## src/rtl/pbr_pkg.sv

```systemverilog
// ----------------------------------------------------------------------------
// pbr_pkg
// shared types, codes and instruction encodings of the branch relocator
// ----------------------------------------------------------------------------
`default_nettype none

package pbr_pkg;

	// kind of sequence a request turns into
	localparam logic [1:0] MODE_PASS  = 2'd0;
	localparam logic [1:0] MODE_JUMP4 = 2'd1;
	localparam logic [1:0] MODE_JUMP6 = 2'd2;

	// primary opcodes and branch fields
	localparam logic [5:0] OPC_BC    = 6'd16;
	localparam logic [5:0] OPC_B     = 6'd18;
	localparam logic [4:0] BO_ALWAYS = 5'd20;

	// fixed instruction words
	localparam logic [31:0] INS_STD_R0   = 32'hF801FFD0;
	localparam logic [31:0] INS_LD_R0    = 32'hE801FFD0;
	localparam logic [31:0] INS_LIS_R0   = 32'h3C000000;
	localparam logic [31:0] INS_ORI_R0   = 32'h60000000;
	localparam logic [31:0] INS_MTCTR_R0 = 32'h7C0903A6;
	localparam logic [31:0] INS_BCCTR    = 32'h4C000420;

	// queue between front and back
	localparam int QUEUE_DEPTH = 2;
	localparam int QUEUE_AW    = (QUEUE_DEPTH > 1) ? $clog2(QUEUE_DEPTH) : 1;
	localparam int QUEUE_CW    = $clog2(QUEUE_DEPTH + 1);

	// classified request: for a pass-through the word sits in target
	typedef struct packed {
		logic [1:0]  mode;
		logic [31:0] target;
		logic [4:0]  bo;
		logic [4:0]  bi;
		logic        lk;
	} desc_t;

endpackage

`default_nettype wire

```

## src/rtl/pbr_front.sv

```systemverilog
// ----------------------------------------------------------------------------
// pbr_front
// accepts requests, classifies them and works out the branch target
// ----------------------------------------------------------------------------
`default_nettype none

module pbr_front (
	input  wire logic           clk,
	input  wire logic           arst_n,
	input  wire logic           req_valid,
	output logic                req_stall,
	input  wire logic           op,
	input  wire logic [31:0]    instr_word,
	input  wire logic [31:0]    instr_addr,
	input  wire logic [31:0]    jump_target,
	input  wire logic           link,
	input  wire logic           preserve,
	output logic                push_valid,
	input  wire logic           push_ready,
	output pbr_pkg::desc_t      push_desc
);

	pbr_pkg::desc_t desc;
	pbr_pkg::desc_t desc_s1;
	logic           valid_s1;
	logic           accept;
	logic [5:0]     opc;
	logic           is_b;
	logic           is_bc;
	logic [31:0]    disp;

	assign opc   = instr_word[31:26];
	assign is_b  = (opc == pbr_pkg::OPC_B);
	assign is_bc = (opc == pbr_pkg::OPC_BC);

	// sign-extended displacement, 26 bits for b and 16 bits for bc
	assign disp = is_b ? {{6{instr_word[25]}}, instr_word[25:2], 2'b00}
	                   : {{16{instr_word[15]}}, instr_word[15:2], 2'b00};

	always_comb begin
		desc = '0;
		if (op) begin
			desc.mode   = preserve ? pbr_pkg::MODE_JUMP6 : pbr_pkg::MODE_JUMP4;
			desc.target = jump_target;
			desc.bo     = pbr_pkg::BO_ALWAYS;
			desc.bi     = 5'd0;
			desc.lk     = link;
		end else if ((!is_b && !is_bc) || instr_word[1]) begin
			desc.mode   = pbr_pkg::MODE_PASS;
			desc.target = instr_word;
		end else begin
			desc.mode   = pbr_pkg::MODE_JUMP6;
			desc.target = instr_addr + disp;
			desc.bo     = is_b ? pbr_pkg::BO_ALWAYS : instr_word[25:21];
			desc.bi     = is_b ? 5'd0 : instr_word[20:16];
			desc.lk     = instr_word[0];
		end
	end

	assign req_stall = valid_s1 && !push_ready;
	assign accept    = req_valid && !req_stall;

	always_ff @(posedge clk or negedge arst_n) begin
		if (!arst_n) begin
			valid_s1 <= 1'b0;
		end else begin
			valid_s1 <= accept || (valid_s1 && !push_ready);
		end
	end

	always_ff @(posedge clk) begin
		if (accept) begin
			desc_s1 <= desc;
		end
	end

	assign push_valid = valid_s1;
	assign push_desc  = desc_s1;

endmodule

`default_nettype wire

```

## src/rtl/pbr_queue.sv

```systemverilog
// ----------------------------------------------------------------------------
// pbr_queue
// short queue of classified requests between front and back
// ----------------------------------------------------------------------------
`default_nettype none

module pbr_queue (
	input  wire logic           clk,
	input  wire logic           arst_n,
	input  wire logic           push_valid,
	output logic                push_ready,
	input  wire pbr_pkg::desc_t push_desc,
	output logic                pop_valid,
	input  wire logic           pop,
	output pbr_pkg::desc_t      pop_desc
);

	pbr_pkg::desc_t                  entry_q [pbr_pkg::QUEUE_DEPTH];
	logic [pbr_pkg::QUEUE_AW-1:0]    wr_ptr_q;
	logic [pbr_pkg::QUEUE_AW-1:0]    rd_ptr_q;
	logic [pbr_pkg::QUEUE_CW-1:0]    count_q;
	logic                            do_push;
	logic                            do_pop;

	assign push_ready = (count_q != pbr_pkg::QUEUE_CW'(pbr_pkg::QUEUE_DEPTH));
	assign pop_valid  = (count_q != '0);
	assign do_push    = push_valid && push_ready;
	assign do_pop     = pop && pop_valid;
	assign pop_desc   = entry_q[rd_ptr_q];

	function automatic logic [pbr_pkg::QUEUE_AW-1:0] next_ptr(
		input logic [pbr_pkg::QUEUE_AW-1:0] ptr
	);
		if (ptr == pbr_pkg::QUEUE_AW'(pbr_pkg::QUEUE_DEPTH - 1)) begin
			return '0;
		end
		return ptr + 1'b1;
	endfunction

	always_ff @(posedge clk or negedge arst_n) begin
		if (!arst_n) begin
			wr_ptr_q <= '0;
			rd_ptr_q <= '0;
			count_q  <= '0;
		end else begin
			if (do_push) begin
				wr_ptr_q <= next_ptr(wr_ptr_q);
			end
			if (do_pop) begin
				rd_ptr_q <= next_ptr(rd_ptr_q);
			end
			if (do_push && !do_pop) begin
				count_q <= count_q + 1'b1;
			end else if (do_pop && !do_push) begin
				count_q <= count_q - 1'b1;
			end
		end
	end

	always_ff @(posedge clk) begin
		if (do_push) begin
			entry_q[wr_ptr_q] <= push_desc;
		end
	end

endmodule

`default_nettype wire

```

## src/rtl/pbr_back.sv

```systemverilog
// ----------------------------------------------------------------------------
// pbr_back
// steps through a classified request and emits its words one per cycle while the result side does not stall
// ----------------------------------------------------------------------------
`default_nettype none

module pbr_back (
	input  wire logic           clk,
	input  wire logic           arst_n,
	input  wire logic           q_valid,
	output logic                q_pop,
	input  wire pbr_pkg::desc_t q_desc,
	output logic                res_valid,
	input  wire logic           res_stall,
	output logic [31:0]         word,
	output logic                last
);

	pbr_pkg::desc_t cur_q;
	logic           cur_valid_q;
	logic [2:0]     step_q;
	logic           res_valid_q;
	logic [31:0]    word_q;
	logic           last_q;
	logic           adv;
	logic           cur_last;
	logic [31:0]    next_word;
	logic [31:0]    w_lis;
	logic [31:0]    w_ori;
	logic [31:0]    w_bcctr;

	assign w_lis   = pbr_pkg::INS_LIS_R0 | {16'd0, cur_q.target[31:16]};
	assign w_ori   = pbr_pkg::INS_ORI_R0 | {16'd0, cur_q.target[15:0]};
	assign w_bcctr = pbr_pkg::INS_BCCTR | {6'd0, cur_q.bo, cur_q.bi, 15'd0, cur_q.lk};

	always_comb begin
		next_word = cur_q.target;
		cur_last  = 1'b1;
		case (cur_q.mode)
			pbr_pkg::MODE_JUMP4: begin
				cur_last = (step_q == 3'd3);
				case (step_q)
					3'd0:    next_word = w_lis;
					3'd1:    next_word = w_ori;
					3'd2:    next_word = pbr_pkg::INS_MTCTR_R0;
					default: next_word = w_bcctr;
				endcase
			end
			pbr_pkg::MODE_JUMP6: begin
				cur_last = (step_q == 3'd5);
				case (step_q)
					3'd0:    next_word = pbr_pkg::INS_STD_R0;
					3'd1:    next_word = w_lis;
					3'd2:    next_word = w_ori;
					3'd3:    next_word = pbr_pkg::INS_MTCTR_R0;
					3'd4:    next_word = pbr_pkg::INS_LD_R0;
					default: next_word = w_bcctr;
				endcase
			end
			default: begin
				next_word = cur_q.target;
				cur_last  = 1'b1;
			end
		endcase
	end

	// output register frees whenever it is empty or being taken
	assign adv   = !res_valid_q || !res_stall;
	assign q_pop = q_valid && (!cur_valid_q || (adv && cur_last));

	always_ff @(posedge clk or negedge arst_n) begin
		if (!arst_n) begin
			cur_valid_q <= 1'b0;
			step_q      <= 3'd0;
			res_valid_q <= 1'b0;
		end else begin
			if (adv) begin
				res_valid_q <= cur_valid_q;
				if (cur_valid_q) begin
					step_q <= cur_last ? 3'd0 : step_q + 3'd1;
				end
			end
			if (q_pop) begin
				cur_valid_q <= 1'b1;
			end else if (adv && cur_last) begin
				cur_valid_q <= 1'b0;
			end
		end
	end

	always_ff @(posedge clk) begin
		if (q_pop) begin
			cur_q <= q_desc;
		end
		if (adv && cur_valid_q) begin
			word_q <= next_word;
			last_q <= cur_last;
		end
	end

	assign res_valid = res_valid_q;
	assign word      = word_q;
	assign last      = last_q;

endmodule

`default_nettype wire

```

## src/rtl/powerpc_branch_relocator.sv

```systemverilog
// ----------------------------------------------------------------------------
// powerpc_branch_relocator
// relocates powerpc branches and builds far jumps through ctr
// ----------------------------------------------------------------------------
// Each request either relocates one instruction word (op 0) or builds a far
// jump to jump_target (op 1), and the block answers with a run of instruction
// words on word, with last marking the final word of the run. A word that is
// not a relative b or bc comes back unchanged as a single word; a relative b
// or bc becomes the six-word save/lis/ori/mtctr/restore/bcctr sequence to its
// target; a far jump is four words, or six with preserve. The result port
// moves one word per cycle while res_stall is low, and that port alone sets
// the sustained rate. Requests are taken on consecutive cycles until the
// queue fills: a front register classifies each request and works out its
// target, a two-entry queue holds the classified requests and a back
// sequencer with its own output register emits the words, so requests still
// enter while a word waits on res_stall. A request passes the front register,
// a queue entry, the current-request register and the output register.
// ----------------------------------------------------------------------------
`default_nettype none

module powerpc_branch_relocator (
	input  wire logic        clk,
	input  wire logic        arst_n,
	// request channel
	input  wire logic        req_valid,
	output logic             req_stall,
	input  wire logic        op,
	input  wire logic [31:0] instr_word,
	input  wire logic [31:0] instr_addr,
	input  wire logic [31:0] jump_target,
	input  wire logic        link,
	input  wire logic        preserve,
	// result channel
	output logic             res_valid,
	input  wire logic        res_stall,
	output logic [31:0]      word,
	output logic             last
);

	// front to queue
	logic           push_valid;
	logic           push_ready;
	pbr_pkg::desc_t push_desc;

	// queue to back
	logic           q_valid;
	logic           q_pop;
	pbr_pkg::desc_t q_desc;

	// classification and target add, one register stage
	pbr_front u_front (
		.clk         (clk),
		.arst_n      (arst_n),
		.req_valid   (req_valid),
		.req_stall   (req_stall),
		.op          (op),
		.instr_word  (instr_word),
		.instr_addr  (instr_addr),
		.jump_target (jump_target),
		.link        (link),
		.preserve    (preserve),
		.push_valid  (push_valid),
		.push_ready  (push_ready),
		.push_desc   (push_desc)
	);

	// decouples the front from the word sequencer
	pbr_queue u_queue (
		.clk        (clk),
		.arst_n     (arst_n),
		.push_valid (push_valid),
		.push_ready (push_ready),
		.push_desc  (push_desc),
		.pop_valid  (q_valid),
		.pop        (q_pop),
		.pop_desc   (q_desc)
	);

	// word sequencer with registered output
	pbr_back u_back (
		.clk       (clk),
		.arst_n    (arst_n),
		.q_valid   (q_valid),
		.q_pop     (q_pop),
		.q_desc    (q_desc),
		.res_valid (res_valid),
		.res_stall (res_stall),
		.word      (word),
		.last      (last)
	);

endmodule

`default_nettype wire

```

## config.mk

```make
export PLATFORM = sky130hd
export DESIGN_NAME = powerpc_branch_relocator
export DESIGN_NICKNAME = d
export VERILOG_FILES = /design/src/rtl/pbr_pkg.sv /design/src/rtl/pbr_front.sv /design/src/rtl/pbr_queue.sv /design/src/rtl/pbr_back.sv /design/src/rtl/powerpc_branch_relocator.sv
export SDC_FILE = /design/constraint.sdc
export NUM_CORES = 1
export LEC_CHECK = 0
export BUFFER_PORTS_ARGS = -buffer_cell sky130_fd_sc_hd__buf_2
export CAP_MARGIN = 25
export CORE_MARGIN = 5
export CORE_UTILIZATION = 35
export DETAILED_ROUTE_END_ITERATION = 8
export GPL_ROUTABILITY_DRIVEN = 0
export GPL_TIMING_DRIVEN = 1
export HOLD_SLACK_MARGIN = 0.12
export SLEW_MARGIN = 25
export SYNTH_ARGS = -nofsm -noshare
export SYNTH_HDL_FRONTEND = slang
export SYNTH_SLANG_ARGS = --single-unit
export TNS_END_PERCENT = 30
```

## constraint.sdc

```tcl
create_clock -name clk -period 6.2 [get_ports clk]
set_clock_uncertainty 0.05 [all_clocks]
set_input_delay 1.24 -clock clk [delete_from_list [all_inputs] [get_ports clk]]
set_output_delay 1.24 -clock clk [all_outputs]
set_load 0.005 [all_outputs]
```

==> PnR_summary.wiki <==
{| class="wikitable"
! Metric !! Value
|-
| Outcome || finished, final reports clean
|-
| Number of buffers on the longest clock path || 3
|-
| Fraction of final layout cells sized beyond drive strength 1 || 25.6%
|-
| Vias after detailed routing || 7,014
|-
| First-pass iteration count of the detailed router || 5
|-
| Starting utilization of the core area || 35.2%
|-
| Internal power || 0.00413 W
|-
| Tmin final || 4030 ps
|-
| Antenna violations before repair || 1
|-
| CTS tree || yes
|-
| Routed wire length || 23.8 mm
|-
| Final setup violation count || 0
|-
| Post-route non-filler standard cell count || 1,395
|-
| Reg2reg setup slack || 3180 ps
|-
| Startpoint class of the critical path || input port
|-
| CTS Buf Count || 24
|-
| Synthesized netlist cell count || 851
|-
| Crit path largest cell delay || 380 ps
|-
| Critical path cell sequence || buf_2 > nor3_1 > and3_1 > buf_4 > a21boi_2 > a31o_2 > ha_1 > a21oi_1 > o21ai_0 > a21oi_1 > o21ai_0 > a31o_2 > a211oi_1 > o21ai_0 > xnor2_1 > a21oi_1
|-
| Top flip-flop cell by instance count after synthesis || sky130_fd_sc_hd__edfxtp_1
|-
| Placed wire-length estimate || 17.3 mm
|-
| Number of placed cells counting well taps || 1,353
|-
| Number of library cell types mapped by synthesis || 66
|-
| Wire length of the first global-routing pass || 37.5 mm
|-
| Cts repair resizes || 0
|-
| Post-Syn Nets || 993
|-
| Number of top-level pins || 138
|-
| Max_slew headroom || 42.6%
|-
| Total count of max-transition violations in the final report || 0
|-
| Setup bufs post-CTS || 0
|-
| Pin count of the biggest net entering global routing || 67
|-
| Post-CTS clock slew at the launch and capture registers of the worst setup and hold paths || 60 ps
|-
| Switching power of the nets || 0.00194 W
|-
| Clock insertion delay at the later pin of the skew report || 510 ps
|-
| Kind of critical path || input port to flip-flop
|-
| Post-synth design cell area || 0.0107 mm²
|-
| WL per Instance || 17.0 µm
|-
| Core Util, Final || 41.8%
|-
| Final ANT Viol Nets || 0
|-
| Vias/cell || 5.03
|-
| Leakage component of the power || 4.86 nW
|-
| Count of hold-fix buffers inserted at cts || 0
|-
| Leading post-synthesis cells by cell area || sky130_fd_sc_hd__edfxtp_1 (60%), sky130_fd_sc_hd__mux2_2 (5.0%), sky130_fd_sc_hd__ha_1 (4.5%)
|-
| Sequential power share || 44.1%
|-
| Largest vdd supply drop || 0.249 mV
|-
| Max_cap viols || 0
|-
| Setup crit end kind || flip-flop
|-
| Remaining design rule violation count || 0
|-
| Count of endpoints failing hold in the final timing report || 0
|-
| Buf/Inv on CP || 2
|-
| Most area-hungry cell type in the Yosys netlist || sky130_fd_sc_hd__edfxtp_1
|-
| Placeable core region || 0.0303 mm²
|-
| Share of power burned in combinational logic || 30.3%
|-
| H-Tree Depth || 1
|-
| Maximum frequency from static timing analysis || 0.248 GHz
|-
| Worst path arrival time || 4240 ps
|-
| Die W || 185 µm
|-
| Number of core rows || 64
|-
| Fraction of power spent switching nets || 32.0%
|-
| CTS Root Cell || sky130_fd_sc_hd__clkbuf_16
|-
| Remaining Overflow, GRT || 0
|-
| Via count of the first global-routing pass || 6,937
|-
| Total power density per cell area || 479 mW/mm²
|-
| Layer with the highest usage after global routing || met1
|-
| Diode count || 0
|-
| Nets || 1,125
|-
| Die area || 0.0341 mm²
|-
| Hold Crit Class || flip-flop to flip-flop
|-
| Iteration-0 DRC count of the detailed router || 358
|-
| Critical path data required time || 6400 ps
|-
| M3 GR Usage || 2.96%
|-
| CP top delay family || compound AO/OA/AOI/OAI gates
|-
| Library cell contributing the largest single delay on the critical path || sky130_fd_sc_hd__a211oi_1
|-
| Largest fanout on the critical path || 16
|-
| Total negative slack || 0 ps
|-
| Post-synthesis area per instance || 12.6 µm²
|-
| Overall fraction of global-route tracks in use || 13.7%
|-
| Number of synthesized register bits || 223
|-
| Syn. warnings || 0
|-
| Fraction of met2 tracks used by global routing || 20.4%
|-
| Fraction of registers with async set or reset after synthesis || 4.48%
|-
| Total clock sinks || 223
|-
| Measured slew at the worst slew-check pin || 861 ps
|-
| Layout-stage area growth over the synthesis result || 18.6%
|-
| Clock network fraction of design power || 25.6%
|-
| Global-route met1 utilization || 20.5%
|-
| I/O Buffers || 137
|-
| Share of the clock period used by the worst path after layout || 65.0%
|-
| Register area share after synthesis || 62.2%
|-
| Vertical die dimension || 185 µm
|-
| RSZ-0062 raised after global routing || no
|-
| Post-synth EDFFs || 213
|-
| Top-area cell type share of the netlist area || 59.9%
|}
[logic make-up after synthesis]
kind of cell / after synthesis / synth area share [%]
AOI/OAI and AO/OA: 234 / 13.8
DFF: 223 / 62.2
and+or+nand+nor: 207 / 8.95
buffers and inverters: 63 / 2.25
muxes: 56 / 5.80
adders and majority gates: 39 / 4.64
xor gates and xnor gates: 29 / 2.38
[final timing paths]
check                                         end  depth (start not counted)             startpoint
max                         u_front.push_desc[41]                         16         instr_word[26]
min                        u_queue.entry_q[1][18]                          0  u_front.push_desc[18]
max reg2reg                        u_back.word[0]                          6       u_back.cur_q[43]
min reg2reg                u_queue.entry_q[1][18]                          0  u_front.push_desc[18]
max in group asynchronous        u_queue.wr_ptr_q                          1                 arst_n
min in group asynchronous        u_back.res_valid                          1                 arst_n
[worst reg2reg max path: cells and delay by family (launching register included)]
| family | cells | cell delay [ps] |
|---|---|---|
| compound gates | 3 | 1310 |
| buf+inv | 2 | 500 |
| flops | 1 | 430 |
| fa+ha+maj | 1 | 510 |
[state kept, by name, indices dropped and copies added (netlist names)]
register / flops
u_queue.entry_q: 90
u_back.cur_q: 45
u_front.push_desc: 45
u_back.word: 32
u_back.step_q: 3
u_queue.count_q: 2
u_back.cur_valid_q: 1
u_back.last: 1
u_back.res_valid: 1
u_front.push_valid: 1
u_queue.rd_ptr_q: 1
u_queue.wr_ptr_q: 1
[synth_stat cells, types with 2 or more instances]
| master | instances |
|---|---|
| sky130_fd_sc_hd__edfxtp_1 | 213 |
| sky130_fd_sc_hd__nand2_1 | 95 |
| sky130_fd_sc_hd__o21ai_0 | 72 |
| sky130_fd_sc_hd__a21oi_1 | 68 |
| sky130_fd_sc_hd__mux2_2 | 47 |
| sky130_fd_sc_hd__nor2_1 | 42 |
| sky130_fd_sc_hd__ha_1 | 38 |
| sky130_fd_sc_hd__clkbuf_1 | 37 |
| sky130_fd_sc_hd__a21o_1 | 20 |
| sky130_fd_sc_hd__inv_1 | 20 |
| sky130_fd_sc_hd__nand3_1 | 15 |
| sky130_fd_sc_hd__xnor2_1 | 15 |
| sky130_fd_sc_hd__xor2_1 | 14 |
| sky130_fd_sc_hd__a31o_2 | 11 |
| sky130_fd_sc_hd__and2_1 | 10 |
| sky130_fd_sc_hd__dfrtp_1 | 10 |
| sky130_fd_sc_hd__mux2i_1 | 9 |
| sky130_fd_sc_hd__a211oi_1 | 8 |
| sky130_fd_sc_hd__nor2b_1 | 8 |
| sky130_fd_sc_hd__nand2b_1 | 7 |
| sky130_fd_sc_hd__nor3_1 | 7 |
| sky130_fd_sc_hd__o211ai_1 | 6 |
| sky130_fd_sc_hd__and3_1 | 5 |
| sky130_fd_sc_hd__nand4_1 | 5 |
| sky130_fd_sc_hd__o21bai_1 | 5 |
| sky130_fd_sc_hd__o22ai_1 | 5 |
| sky130_fd_sc_hd__a221oi_1 | 3 |
| sky130_fd_sc_hd__a22oi_1 | 3 |
| sky130_fd_sc_hd__a31oi_1 | 3 |
| sky130_fd_sc_hd__buf_2 | 3 |
| sky130_fd_sc_hd__nor3b_1 | 3 |
| sky130_fd_sc_hd__o21a_1 | 3 |
| sky130_fd_sc_hd__a211o_1 | 2 |
| sky130_fd_sc_hd__a2bb2oi_1 | 2 |
| sky130_fd_sc_hd__clkinv_1 | 2 |
| sky130_fd_sc_hd__nand3b_1 | 2 |
| sky130_fd_sc_hd__o21ai_1 | 2 |
| sky130_fd_sc_hd__o221ai_1 | 2 |
| sky130_fd_sc_hd__or3_1 | 2 |
[cell usage in the layout (no fill, tap or decap), types with 7 or more instances in the layout]
master	instances
sky130_fd_sc_hd__nand3_1	15
sky130_fd_sc_hd__nand2_1	95
sky130_fd_sc_hd__dfrtp_1	10
sky130_fd_sc_hd__and2_1	9
sky130_fd_sc_hd__a211oi_1	8
sky130_fd_sc_hd__xnor2_1	15
sky130_fd_sc_hd__buf_2	137
sky130_fd_sc_hd__mux2i_1	9
sky130_fd_sc_hd__clkbuf_16	25
sky130_fd_sc_hd__inv_1	20
sky130_fd_sc_hd__nor2_1	41
sky130_fd_sc_hd__a31o_2	11
sky130_fd_sc_hd__nor2b_1	8
sky130_fd_sc_hd__a21oi_1	68
sky130_fd_sc_hd__o21ai_0	72
sky130_fd_sc_hd__buf_4	10
sky130_fd_sc_hd__edfxtp_1	213
sky130_fd_sc_hd__ha_1	38
sky130_fd_sc_hd__nor3_1	7
sky130_fd_sc_hd__a21o_1	20
sky130_fd_sc_hd__xor2_1	14
sky130_fd_sc_hd__mux2_2	47
sky130_fd_sc_hd__nand2b_1	7
[cell type report]
class	instances	area, µm²
fillers	2836	17700
flip-flops and latches	223	6650
multi-input cells	565	3810
repair buffers	147	761
clock buffers	28	657
well taps	396	495
clock inverters	14	225
inverters	22	82.6
[power by group through the flow]
stage / Clock (W) / Sequential (W) / Combinational [W]
after CTS: 0.00159 / 0.00268 / 0.00185
after detailed placement: 0 / 0.00271 / 0.00184
final: 0.00155 / 0.00268 / 0.00184
after floorplan: 0 / 0.00264 / 0.00121
after global routing: 0.00166 / 0.00273 / 0.00204
after global placement: 0 / 0.00270 / 0.00183
[metrics by stage]
step	cell area (µm²)	setup slack, ps	total power [W]	hold slack [ps]
2_1_floorplan	10700	2030	0.00385	371
3_3_place_gp	11800	1680	0.00453	375
3_5_place_dp	11800	1660	0.00455	379
4_1_cts	12700	2190	0.00612	393
5_1_grt	12700	1850	0.00643	403
6_report	12700	2170	0.00607	391
[routing by layer]
layer	vias to the layer above	wire length, µm	part of all wire, %
met5	-	13	0.055
met3	40	1800	7.6
met2	272	10100	43
met4	2	504	2.1
met1	3244	11300	48
li1	3456	-	-
No activity file was read; power rests on OpenSTA's default activity.
